File: src/design/i2cms_pkg.sv
// Package for the I2C master transaction sequencer.
// Holds item and result types, status codes and control bit masks.
// Depends on nothing; every other design file but i2cms_txbuf refers to it by scoped names.
package i2cms_pkg;

	// Item kinds.
	localparam logic [1:0] KIND_LOAD  = 2'd0;
	localparam logic [1:0] KIND_START = 2'd1;
	localparam logic [1:0] KIND_EVENT = 2'd2;

	// Transfer modes held in the configuration register.
	localparam logic [1:0] MODE_TX    = 2'd0;
	localparam logic [1:0] MODE_RX    = 2'd1;
	localparam logic [1:0] MODE_TX_RX = 2'd2;

	// Bus controller status codes.
	localparam logic [7:0] ST_START    = 8'h08;
	localparam logic [7:0] ST_RESTART  = 8'h10;
	localparam logic [7:0] ST_ADDR_ACK = 8'h18;
	localparam logic [7:0] ST_DATA_ACK = 8'h28;
	localparam logic [7:0] ST_RX_FIRST = 8'h40;
	localparam logic [7:0] ST_RX_DATA  = 8'h50;
	localparam logic [7:0] ST_RX_LAST  = 8'h58;

	// Control register bits.
	localparam logic [6:0] CTL_NONE = 7'h00;
	localparam logic [6:0] CTL_EN   = 7'h40;
	localparam logic [6:0] CTL_STA  = 7'h20;
	localparam logic [6:0] CTL_STO  = 7'h10;
	localparam logic [6:0] CTL_SI   = 7'h08;
	localparam logic [6:0] CTL_AA   = 7'h04;

	// Read/write bit appended to the slave address.
	localparam logic RW_WRITE = 1'b0;
	localparam logic RW_READ  = 1'b1;

	// Configuration port.
	localparam int CFG_IDX_W  = 1;
	localparam int CFG_DATA_W = 7;
	localparam logic [CFG_IDX_W-1:0] CFG_SLAVE_ADDR    = 1'd0;
	localparam logic [CFG_IDX_W-1:0] CFG_TRANSFER_MODE = 1'd1;

	typedef struct packed {
		logic [1:0] mode;
		logic [7:0] byte_value;
		logic [7:0] status_code;
		logic [4:0] tx_length;
		logic [7:0] rx_length;
	} item_t;

	typedef struct packed {
		logic       write_valid;
		logic [7:0] write_byte;
		logic [6:0] control_set;
		logic [6:0] control_clear;
		logic       rx_valid;
		logic [7:0] rx_byte;
		logic       done_res;
	} result_t;

endpackage

File: src/design/i2cms_ifs.sv
// Valid/ready channel interfaces of the I2C master transaction sequencer.
// Depends on i2cms_pkg for the item and result types.

interface i2cms_item_if;
	logic                valid;
	logic                ready;
	i2cms_pkg::item_t    data;

	modport source (output valid, output data, input ready);
	modport sink (input valid, input data, output ready);
endinterface

interface i2cms_result_if;
	logic                valid;
	logic                ready;
	i2cms_pkg::result_t  data;

	modport source (output valid, output data, input ready);
	modport sink (input valid, input data, output ready);
endinterface

File: src/design/i2c_master_transaction_sequencer.sv
// Top level of the I2C master transaction sequencer.
// Depends on i2cms_pkg, the channel interfaces, i2cms_txbuf and i2cms_decode.
//
// Usage: items arrive on the valid/ready channel "items" and carry either a
// transmit byte to buffer, a transaction start with byte counts, or a bus
// status event. Each start and each known status event yields one transaction
// on the "results" channel with the data register write, the control bits to
// set and clear, any received byte and the completion flag. Load items,
// unknown status codes and the unused item kind yield nothing.
// Configuration (slave address, transfer mode) is written on cfg_we with
// cfg_index and cfg_data while the block is idle; the user is bound to this, the block does not enforce it.
// Timing: an accepted item is held in the input register, where the
// transmit buffer read completes, and its result then goes into the output register.
// One item is accepted per cycle while results are taken; the input register
// and the output register are the two stages that set this rate.
// When the receiver stalls, the output register holds its transaction, one
// more item waits in the input register, and then items stops accepting.
// Reset (arst_n low) empties both registers and clears the counts, pointers,
// completion flag and configuration; buffer contents are not cleared.
module i2c_master_transaction_sequencer #(
	parameter int TX_DEPTH = 16
) (
	input  logic                                   clk,
	input  logic                                   arst_n,
	input  logic                                   cfg_we,
	input  logic [i2cms_pkg::CFG_IDX_W-1:0]        cfg_index,
	input  logic [i2cms_pkg::CFG_DATA_W-1:0]       cfg_data,
	i2cms_item_if.sink                             items,
	i2cms_result_if.source                         results
);

	localparam int PTR_W = (TX_DEPTH > 1) ? $clog2(TX_DEPTH) : 1;
	localparam int REM_W = $clog2(TX_DEPTH + 1);

	// Configuration registers.
	logic [6:0] slave_addr_q;
	logic [1:0] xfer_mode_q;

	// Sequencer state.
	logic [PTR_W-1:0] wr_ptr_q;
	logic [PTR_W-1:0] rd_ptr_q;
	logic [REM_W-1:0] tx_rem_q;
	logic [7:0]       rx_rem_q;
	logic             finished_q;

	// Input stage and output register.
	logic               valid_s1;
	i2cms_pkg::item_t   item_s1;
	logic               res_valid_q;
	i2cms_pkg::result_t res_q;

	// Decode outputs.
	logic               has_result;
	i2cms_pkg::result_t result;
	logic               tx_push;
	logic               tx_pop;
	logic [REM_W-1:0]   tx_rem_nxt;
	logic [7:0]         rx_rem_nxt;
	logic               finished_nxt;
	logic [7:0]         tx_byte_s1;

	logic             fire_s1;
	logic             accept;
	logic [PTR_W-1:0] rd_ptr_nxt;
	logic [PTR_W-1:0] rd_addr;
	logic [PTR_W-1:0] wr_ptr_inc;
	logic [PTR_W-1:0] rd_ptr_inc;

	// Pointers wrap at the buffer depth.
	assign wr_ptr_inc = (wr_ptr_q == PTR_W'(TX_DEPTH - 1)) ? '0 : wr_ptr_q + PTR_W'(1);
	assign rd_ptr_inc = (rd_ptr_q == PTR_W'(TX_DEPTH - 1)) ? '0 : rd_ptr_q + PTR_W'(1);

	// Handshake: the input stage advances unless its result would overwrite
	// a transaction still waiting in the output register.
	assign fire_s1      = valid_s1 && (!has_result || !res_valid_q || results.ready);
	assign items.ready  = !valid_s1 || fire_s1;
	assign accept       = items.valid && items.ready;
	assign rd_ptr_nxt   = tx_pop ? rd_ptr_inc : rd_ptr_q;
	assign rd_addr      = fire_s1 ? rd_ptr_nxt : rd_ptr_q;

	assign results.valid = res_valid_q;
	assign results.data  = res_q;

	// Transmit buffer: the read for the next item is issued as it is accepted.
	i2cms_txbuf #(
		.DEPTH  (TX_DEPTH),
		.ADDR_W (PTR_W)
	) u_txbuf (
		.clk   (clk),
		.we    (fire_s1 && tx_push),
		.waddr (wr_ptr_q),
		.wdata (item_s1.byte_value),
		.re    (accept),
		.raddr (rd_addr),
		.rdata (tx_byte_s1)
	);

	i2cms_decode #(
		.TX_DEPTH (TX_DEPTH),
		.REM_W    (REM_W)
	) u_decode (
		.item         (item_s1),
		.tx_byte      (tx_byte_s1),
		.tx_rem       (tx_rem_q),
		.rx_rem       (rx_rem_q),
		.finished     (finished_q),
		.slave_addr   (slave_addr_q),
		.xfer_mode    (xfer_mode_q),
		.has_result   (has_result),
		.result       (result),
		.tx_push      (tx_push),
		.tx_pop       (tx_pop),
		.tx_rem_nxt   (tx_rem_nxt),
		.rx_rem_nxt   (rx_rem_nxt),
		.finished_nxt (finished_nxt)
	);

	// Configuration writes.
	always_ff @(posedge clk or negedge arst_n) begin
		if (!arst_n) begin
			slave_addr_q <= 7'd0;
			xfer_mode_q  <= i2cms_pkg::MODE_TX;
		end else if (cfg_we) begin
			case (cfg_index)
				i2cms_pkg::CFG_SLAVE_ADDR:    slave_addr_q <= cfg_data;
				i2cms_pkg::CFG_TRANSFER_MODE: xfer_mode_q  <= cfg_data[1:0];
				default: ;
			endcase
		end
	end

	// Input stage valid flag.
	always_ff @(posedge clk or negedge arst_n) begin
		if (!arst_n) begin
			valid_s1 <= 1'b0;
		end else if (accept) begin
			valid_s1 <= 1'b1;
		end else if (fire_s1) begin
			valid_s1 <= 1'b0;
		end
	end

	// Input stage payload.
	always_ff @(posedge clk) begin
		if (accept) begin
			item_s1 <= items.data;
		end
	end

	// Sequencer state update as an item leaves the input stage.
	always_ff @(posedge clk or negedge arst_n) begin
		if (!arst_n) begin
			wr_ptr_q   <= '0;
			rd_ptr_q   <= '0;
			tx_rem_q   <= '0;
			rx_rem_q   <= 8'd0;
			finished_q <= 1'b0;
		end else if (fire_s1) begin
			if (tx_push) begin
				wr_ptr_q <= wr_ptr_inc;
			end
			rd_ptr_q   <= rd_ptr_nxt;
			tx_rem_q   <= tx_rem_nxt;
			rx_rem_q   <= rx_rem_nxt;
			finished_q <= finished_nxt;
		end
	end

	// Output register valid flag.
	always_ff @(posedge clk or negedge arst_n) begin
		if (!arst_n) begin
			res_valid_q <= 1'b0;
		end else if (fire_s1 && has_result) begin
			res_valid_q <= 1'b1;
		end else if (results.ready) begin
			res_valid_q <= 1'b0;
		end
	end

	// Output register payload.
	always_ff @(posedge clk) begin
		if (fire_s1 && has_result) begin
			res_q <= result;
		end
	end

endmodule

File: src/design/i2cms_txbuf.sv
// Transmit byte buffer: one write port and one registered read port.
// A write and a read of the same entry in one cycle returns the new byte.
// Depends on nothing outside this file.
module i2cms_txbuf #(
	parameter int DEPTH  = 16,
	parameter int ADDR_W = 4
) (
	input  logic              clk,
	input  logic              we,
	input  logic [ADDR_W-1:0] waddr,
	input  logic [7:0]        wdata,
	input  logic              re,
	input  logic [ADDR_W-1:0] raddr,
	output logic [7:0]        rdata
);

	logic [7:0] mem [DEPTH];
	logic [7:0] rdata_q;

	// Write port.
	always_ff @(posedge clk) begin
		if (we) begin
			mem[waddr] <= wdata;
		end
	end

	// Registered read with forwarding of a same-cycle write.
	always_ff @(posedge clk) begin
		if (re) begin
			if (we && (waddr == raddr)) begin
				rdata_q <= wdata;
			end else begin
				rdata_q <= mem[raddr];
			end
		end
	end

	assign rdata = rdata_q;

endmodule

File: src/design/i2cms_decode.sv
// Decode of one item against the sequencer state: result and next state.
// Purely combinational; depends on i2cms_pkg.
module i2cms_decode #(
	parameter int TX_DEPTH = 16,
	parameter int REM_W    = 5
) (
	input  i2cms_pkg::item_t   item,
	input  logic [7:0]         tx_byte,
	input  logic [REM_W-1:0]   tx_rem,
	input  logic [7:0]         rx_rem,
	input  logic               finished,
	input  logic [6:0]         slave_addr,
	input  logic [1:0]         xfer_mode,
	output logic               has_result,
	output i2cms_pkg::result_t result,
	output logic               tx_push,
	output logic               tx_pop,
	output logic [REM_W-1:0]   tx_rem_nxt,
	output logic [7:0]         rx_rem_nxt,
	output logic               finished_nxt
);

	localparam int CMP_W = (REM_W > 5) ? REM_W : 5;

	logic [CMP_W-1:0] txl_ext;
	logic [7:0]       rx_dec;
	logic             tx_empty;

	assign txl_ext  = CMP_W'(item.tx_length);
	assign tx_empty = (tx_rem == '0);
	assign rx_dec   = (rx_rem != 8'd0) ? (rx_rem - 8'd1) : rx_rem;

	always_comb begin
		has_result           = 1'b0;
		result.write_valid   = 1'b0;
		result.write_byte    = 8'd0;
		result.control_set   = i2cms_pkg::CTL_NONE;
		result.control_clear = i2cms_pkg::CTL_NONE;
		result.rx_valid      = 1'b0;
		result.rx_byte       = 8'd0;
		tx_push              = 1'b0;
		tx_pop               = 1'b0;
		tx_rem_nxt           = tx_rem;
		rx_rem_nxt           = rx_rem;
		finished_nxt         = finished;

		case (item.mode)
			i2cms_pkg::KIND_LOAD: begin
				tx_push = 1'b1;
			end
			i2cms_pkg::KIND_START: begin
				// Arm a transaction; transmit count saturates at the buffer depth.
				has_result         = 1'b1;
				result.control_set = i2cms_pkg::CTL_EN | i2cms_pkg::CTL_STA;
				if (txl_ext > CMP_W'(TX_DEPTH)) begin
					tx_rem_nxt = REM_W'(TX_DEPTH);
				end else begin
					tx_rem_nxt = REM_W'(txl_ext);
				end
				rx_rem_nxt   = item.rx_length;
				finished_nxt = 1'b0;
			end
			i2cms_pkg::KIND_EVENT: begin
				has_result = 1'b1;
				case (item.status_code)
					i2cms_pkg::ST_START: begin
						result.write_valid = 1'b1;
						if ((xfer_mode == i2cms_pkg::MODE_TX)
								|| (xfer_mode == i2cms_pkg::MODE_TX_RX)) begin
							result.write_byte = {slave_addr, i2cms_pkg::RW_WRITE};
						end else begin
							result.write_byte = {slave_addr, i2cms_pkg::RW_READ};
						end
						result.control_clear = i2cms_pkg::CTL_STA | i2cms_pkg::CTL_SI;
						finished_nxt = 1'b0;
					end
					i2cms_pkg::ST_RESTART: begin
						result.write_valid   = 1'b1;
						result.write_byte    = {slave_addr, i2cms_pkg::RW_READ};
						result.control_clear = i2cms_pkg::CTL_STA | i2cms_pkg::CTL_SI;
					end
					i2cms_pkg::ST_ADDR_ACK: begin
						if (tx_empty) begin
							result.control_set = i2cms_pkg::CTL_EN | i2cms_pkg::CTL_STO;
							finished_nxt = 1'b1;
						end else begin
							result.write_valid = 1'b1;
							result.write_byte  = tx_byte;
							tx_pop     = 1'b1;
							tx_rem_nxt = tx_rem - REM_W'(1);
						end
						result.control_clear = i2cms_pkg::CTL_SI;
					end
					i2cms_pkg::ST_DATA_ACK: begin
						if (!tx_empty) begin
							result.write_valid = 1'b1;
							result.write_byte  = tx_byte;
							tx_pop     = 1'b1;
							tx_rem_nxt = tx_rem - REM_W'(1);
						end else if (xfer_mode == i2cms_pkg::MODE_TX) begin
							result.control_set = i2cms_pkg::CTL_EN | i2cms_pkg::CTL_STO;
							finished_nxt = 1'b1;
						end else if (xfer_mode == i2cms_pkg::MODE_TX_RX) begin
							result.control_set = i2cms_pkg::CTL_EN | i2cms_pkg::CTL_STA;
						end
						result.control_clear = i2cms_pkg::CTL_SI;
					end
					i2cms_pkg::ST_RX_FIRST: begin
						// Acknowledge unless only one byte is expected.
						if (rx_rem == 8'd1) begin
							result.control_set = i2cms_pkg::CTL_EN;
						end else begin
							result.control_set = i2cms_pkg::CTL_EN | i2cms_pkg::CTL_AA;
						end
						result.control_clear = i2cms_pkg::CTL_SI;
					end
					i2cms_pkg::ST_RX_DATA: begin
						result.rx_valid = 1'b1;
						result.rx_byte  = item.byte_value;
						rx_rem_nxt      = rx_dec;
						if (rx_dec == 8'd1) begin
							result.control_set   = i2cms_pkg::CTL_EN;
							result.control_clear = i2cms_pkg::CTL_SI | i2cms_pkg::CTL_AA;
						end else begin
							result.control_set   = i2cms_pkg::CTL_EN | i2cms_pkg::CTL_AA;
							result.control_clear = i2cms_pkg::CTL_SI;
						end
					end
					i2cms_pkg::ST_RX_LAST: begin
						result.rx_valid      = 1'b1;
						result.rx_byte       = item.byte_value;
						result.control_set   = i2cms_pkg::CTL_EN | i2cms_pkg::CTL_STO;
						result.control_clear = i2cms_pkg::CTL_SI;
						finished_nxt         = 1'b1;
					end
					default: begin
						// Unknown status code: no result, no state change.
						has_result = 1'b0;
					end
				endcase
			end
			default: begin
				// Unused item kind is dropped.
				has_result = 1'b0;
			end
		endcase

		result.done_res = finished_nxt;
	end

endmodule
File: src/flat_wrapper.sv
// flat-port wrapper written by rule: the top's interface ports become plain ports
module i2c_master_transaction_sequencer_flat 
#(
	parameter int TX_DEPTH = 16
)
  (clk, arst_n, cfg_we, cfg_index, cfg_data, items_valid, items_data, items_ready, results_valid, results_data, results_ready);
  i2cms_item_if items_i ();
  i2cms_result_if results_i ();
  input  logic clk;
  input  logic arst_n;
  input  logic cfg_we;
  input  logic [i2cms_pkg::CFG_IDX_W-1:0] cfg_index;
  input  logic [i2cms_pkg::CFG_DATA_W-1:0] cfg_data;
  input wire logic [$bits(items_i.valid)-1:0] items_valid;
  input wire logic [$bits(items_i.data)-1:0] items_data;
  output wire logic [$bits(items_i.ready)-1:0] items_ready;
  output wire logic [$bits(results_i.valid)-1:0] results_valid;
  output wire logic [$bits(results_i.data)-1:0] results_data;
  input wire logic [$bits(results_i.ready)-1:0] results_ready;
  assign items_i.valid = items_valid;
  assign items_i.data = items_data;
  assign items_ready = items_i.ready;
  assign results_valid = results_i.valid;
  assign results_data = results_i.data;
  assign results_i.ready = results_ready;
  i2c_master_transaction_sequencer #(.TX_DEPTH(TX_DEPTH)) u_core (.clk(clk), .arst_n(arst_n), .cfg_we(cfg_we), .cfg_index(cfg_index), .cfg_data(cfg_data), .items(items_i), .results(results_i));
endmodule
File: config.mk
export PLATFORM = sky130hd
export DESIGN_NAME = i2c_master_transaction_sequencer_flat
export DESIGN_NICKNAME = d
export VERILOG_FILES = /design/src/design/i2cms_pkg.sv /design/src/design/i2cms_ifs.sv /design/src/design/i2c_master_transaction_sequencer.sv /design/src/design/i2cms_txbuf.sv /design/src/design/i2cms_decode.sv /design/src/flat_wrapper.sv
export SDC_FILE = /design/constraint.sdc
export NUM_CORES = 1
export LEC_CHECK = 0
export ABC_CLOCK_PERIOD_IN_PS = 3100
export BUFFER_PORTS_ARGS = -buffer_cell sky130_fd_sc_hd__buf_2
export CORE_MARGIN = 3
export CORE_UTILIZATION = 29
export DETAILED_ROUTE_END_ITERATION = 10
export PLACE_DENSITY = 0.53
export SLEW_MARGIN = 20
export SYNTH_ARGS = -nofsm -noshare
export SYNTH_HDL_FRONTEND = slang
export SYNTH_SLANG_ARGS = --single-unit
File: constraint.sdc
create_clock -name clk -period 3.1 [get_ports clk]
set_clock_uncertainty 0.05 [all_clocks]
set_input_delay 0 -clock clk [delete_from_list [all_inputs] [get_ports clk]]
set_output_delay 0 -clock clk [all_outputs]
set_load 0.1 [all_outputs]
==> flow_summary.json <==
{
  "core_area_mm2": 0.0329,
  "dieArea_mm2": 0.0361,
  "final_cells": 1437,
  "worst_slew_pin_slew_ns": 0.918,
  "holdWs_ns": 0.0793,
  "reg2reg_setup_slack_ns": 0.12,
  "p_leak_nw": 4.86,
  "fillCellCount": 3107,
  "post_synth_inst_count": 765,
  "rr_endpoint": "u_core.u_txbuf.rdata[1]$_DFFE_PP_",
  "grt_remaining_overflow": 0,
  "timing.final.max_slew_violations": 0,
  "globalRouteMet1Util": 0.207,
  "async_reset_ff_frac": 0.146,
  "met2_usage": 0.223,
  "post-place-cells": 1339,
  "post-synth-top-area-fraction": 0.590,
  "critPathCaptureType": "register",
  "routed_wl_um": 25800,
  "required_ns": 3.34,
  "yosysWarningCount": 0,
  "grt_pass1_wl_um": 40000,
  "number_of_buffers_created_by_cts": 25,
  "power_per_cell_area_mw_per_mm2": 575,
  "syn-cell-area_mm2": 0.00983,
  "final-hold-violation-count": 0,
  "final_report_setup_violation_count": 0,
  "synth_register_bits": 226,
  "synth_cell_types": 65,
  "footprint_of_the_multi_input_gates_mm2": 0.00312,
  "first_global_vias": 6819,
  "numClockSinks": 226,
  "post-synth-top-area-cell": "edfxtp_1",
  "die_x_um": 190,
  "clk_root_buffer_cell": "clkbuf_16",
  "fmaxAchievable_ghz": 0.335,
  "route.antenna.remaining_nets": 0,
  "post_dr_wirelength_cell_um": 18.0,
  "drtIter0Drc": 585,
  "post-synth-top-count-cell": "edfxtp_1",
  "rsz_0062_raised_after_global_routing": "true",
  "synthToLayoutAreaGrowth_pct": 30.8,
  "grt_use_met3": 0.0186,
  "floorplan.initialDensity": 0.298,
  "netlist_top_cells_count": "edfxtp_1 (193), nand2_1 (107), a21oi_1 (46)",
  "pwr-share-clk": 0.381,
  "clk_transition_reported_paths_ns": 0.06,
  "peakVddDrop_uv": 332,
  "nNetsFinal": 1034,
  "tritoncts": "done",
  "grt_start_max_net_pins": 40,
  "postLayoutCoreUtil": 0.390,
  "seq_area_mm2": 0.00662,
  "worstSetupPathType": "register to register",
  "r2r.worst_path.cells": 14,
  "grt_antenna_before_repair": 0,
  "sw_frac_of_total": 0.257,
  "globalRouteTotalUtil": 0.141,
  "gp_routability_congestion": 0.836,
  "fin_crit_sh": 0.963,
  "placement_rows": 66,
  "placement.io_buffers": 71,
  "worstPathArrival_ns": 3.22,
  "share_of_layout_cells_above_drive_strength_1": 0.274,
  "sequential_cell_area_fraction_in_the_yosys_report": 0.674,
  "synth_edf_count": 193,
  "grt_busiest_layer": "met2",
  "count_of_tritonroute_iterations_in_the_first_routing_pass": 7,
  "avgSynthCellArea_um2": 12.8,
  "start_kind": "register",
  "dominantRegCellSynth": "edfxtp_1",
  "rr_startpoint": "u_core.tx_rem_q[0]$_DFFE_PN0P_",
  "clk_buf_depth": 3,
  "worstPathMaxFanout": 11,
  "drc": 0,
  "min-delay-path-class": "primary input to asynchronous set/reset pin",
  "post_synth_main_area_contributors": "edfxtp_1 (59%), dfrtp_1 (8.4%), nand2_1 (4.1%), mux2i_1 (2.6%), a21oi_1 (2.3%)",
  "hpwl_um": 17700,
  "power_report.internal_total_w": 0.00549,
  "min_period_ns": 2.98,
  "vias": 6880,
  "status": "finished clean",
  "die_h_um": 190,
  "total_switching_power_w": 0.00190,
  "worst_skew_pair.late_latency_ns": 0.54,
  "top_level_i_o_count": 79,
  "ctsHtreeMaxLevel": 1,
  "route.detailed.vias_per_inst": 4.79,
  "sequentialPowerShare": 0.500,
  "combinational_power_share": 0.119,
  "maxCapViolations": 0,
  "maxSlewHeadroom": 0.388
}
-- registers in the layout, indices dropped and copies added (netlist names), named ones only --
signal,cells
u_core.finished_q,1
u_core.item_s1,31
u_core.rd_ptr_q,4
u_core.results.data,26
u_core.results.valid,1
u_core.rx_rem_q,7
u_core.slave_addr_q,7
u_core.tx_rem_q,5
u_core.u_txbuf.mem,128
u_core.u_txbuf.rdata,8
u_core.valid_s1,1
u_core.wr_ptr_q,4
u_core.xfer_mode_q,2
-- timing repair --
action                                  4_1_cts  5_1_grt
pin swaps                                     1        9
hold endpoints to repair                     75        0
setup buffers                                 0        3
cloned                                        0        1
endpoints found under the setup margin        5       11
hold buffers                                 49        0
resized for setup                             6       49
-- power groups by stage --
| stage | clock network, W | logic, W | registers (W) |
|---|---|---|---|
| floorplan | 0 | 0.000528 | 0.00370 |
| global route | 0.00301 | 0.000970 | 0.00371 |
| detailed placement | 0 | 0.000795 | 0.00375 |
| global placement | 0 | 0.000785 | 0.00375 |
| finish | 0.00281 | 0.000880 | 0.00370 |
| CTS | 0.00288 | 0.000861 | 0.00369 |
-- kinds of logic after synthesis --
group	after synthesis	share of synthesized area
AO/OA/AOI/OAI	166	0.111
buffers and inverters	69	0.0317
flip-flops	226	0.674
multiplexers	37	0.0402
AND/OR/NAND/NOR	248	0.122
other	1	0.000382
XOR/XNOR	5	0.00446
adder cells (fa/ha/maj)	13	0.0165
-- final cells by class --
type | instances | share of cell area
diodes | 1 | 0.000195
clock buffers | 31 | 0.0520
clock inverters | 13 | 0.00866
inverters | 27 | 0.00798
multi-input cells | 476 | 0.242
flip-flops and latches | 226 | 0.515
well taps | 442 | 0.0430
repair buffers | 221 | 0.131
-- worst max-delay path, cell delays in order (launching register included) --
cell	delay (ns)
dfrtp_1	0.37
inv_1	0.07
ha_1	0.16
or4b_4	0.50
and2_4	0.20
nand4_1	0.13
and2_4	0.18
clkinv_2	0.11
buf_4	0.20
nand2_1	0.07
a21oi_1	0.06
buf_4	0.14
a211oi_2	0.25
buf_4	0.16
o31ai_1	0.06
-- per-stage QoR --
stage	total power [W]	area, um^2	worst slack, ns	setup TNS, ns
final	0.00739	12900	0.115	0
after global routing	0.00770	12800	-0.0266	-0.0736
after CTS	0.00743	12600	0.000373	0
after detailed placement	0.00455	11300	-0.0577	-0.161
after global placement	0.00453	11300	-0.0261	-0.0385
after floorplan	0.00422	9860	0.0179	0
-- worst max path at each step --
| stage | start | to | slack (ns) | cells after the start |
|---|---|---|---|---|
| 2_1_floorplan | u_core.results.valid$_DFFE_PN0P_ | u_core.u_txbuf.mem[3][0]$_DFFE_PP_ | 0.02 | 8 |
| 3_3_place_gp | u_core.tx_rem_q[0]$_DFFE_PN0P_ | u_core.u_txbuf.rdata[7]$_DFFE_PP_ | -0.03 | 12 |
| 3_5_place_dp | u_core.tx_rem_q[0]$_DFFE_PN0P_ | u_core.u_txbuf.rdata[1]$_DFFE_PP_ | -0.06 | 13 |
| 4_1_cts | u_core.tx_rem_q[0]$_DFFE_PN0P_ | u_core.u_txbuf.rdata[0]$_DFFE_PP_ | 0.0004 | 13 |
| 5_1_grt | u_core.tx_rem_q[0]$_DFFE_PN0P_ | u_core.u_txbuf.rdata[2]$_DFFE_PP_ | -0.03 | 14 |
| 6_report | u_core.tx_rem_q[0]$_DFFE_PN0P_ | u_core.u_txbuf.rdata[1]$_DFFE_PP_ | 0.12 | 14 |
-- cells in the final DEF, fill, tap and decap left out, drive strengths merged, types with 14 or more instances in the layout --
cell type	count
edfxtp	193
buf	171
nand2	107
dlygate4sd3	49
a21oi	47
nor2	38
dfrtp	33
clkbuf	32
inv	28
o21ai	27
mux2i	26
nor3	22
a22oi	18
nand3	17
o22ai	14
-- per-layer routing --
| metal | vias to the layer above | share of wire |
|---|---|---|
| met5 | - | 0 |
| met4 | 0 | 0.016 |
| met3 | 27 | 0.055 |
| met2 | 191 | 0.45 |
| met1 | 3372 | 0.48 |
| li1 | 3290 | - |
(Power assumes the default switching activity.)
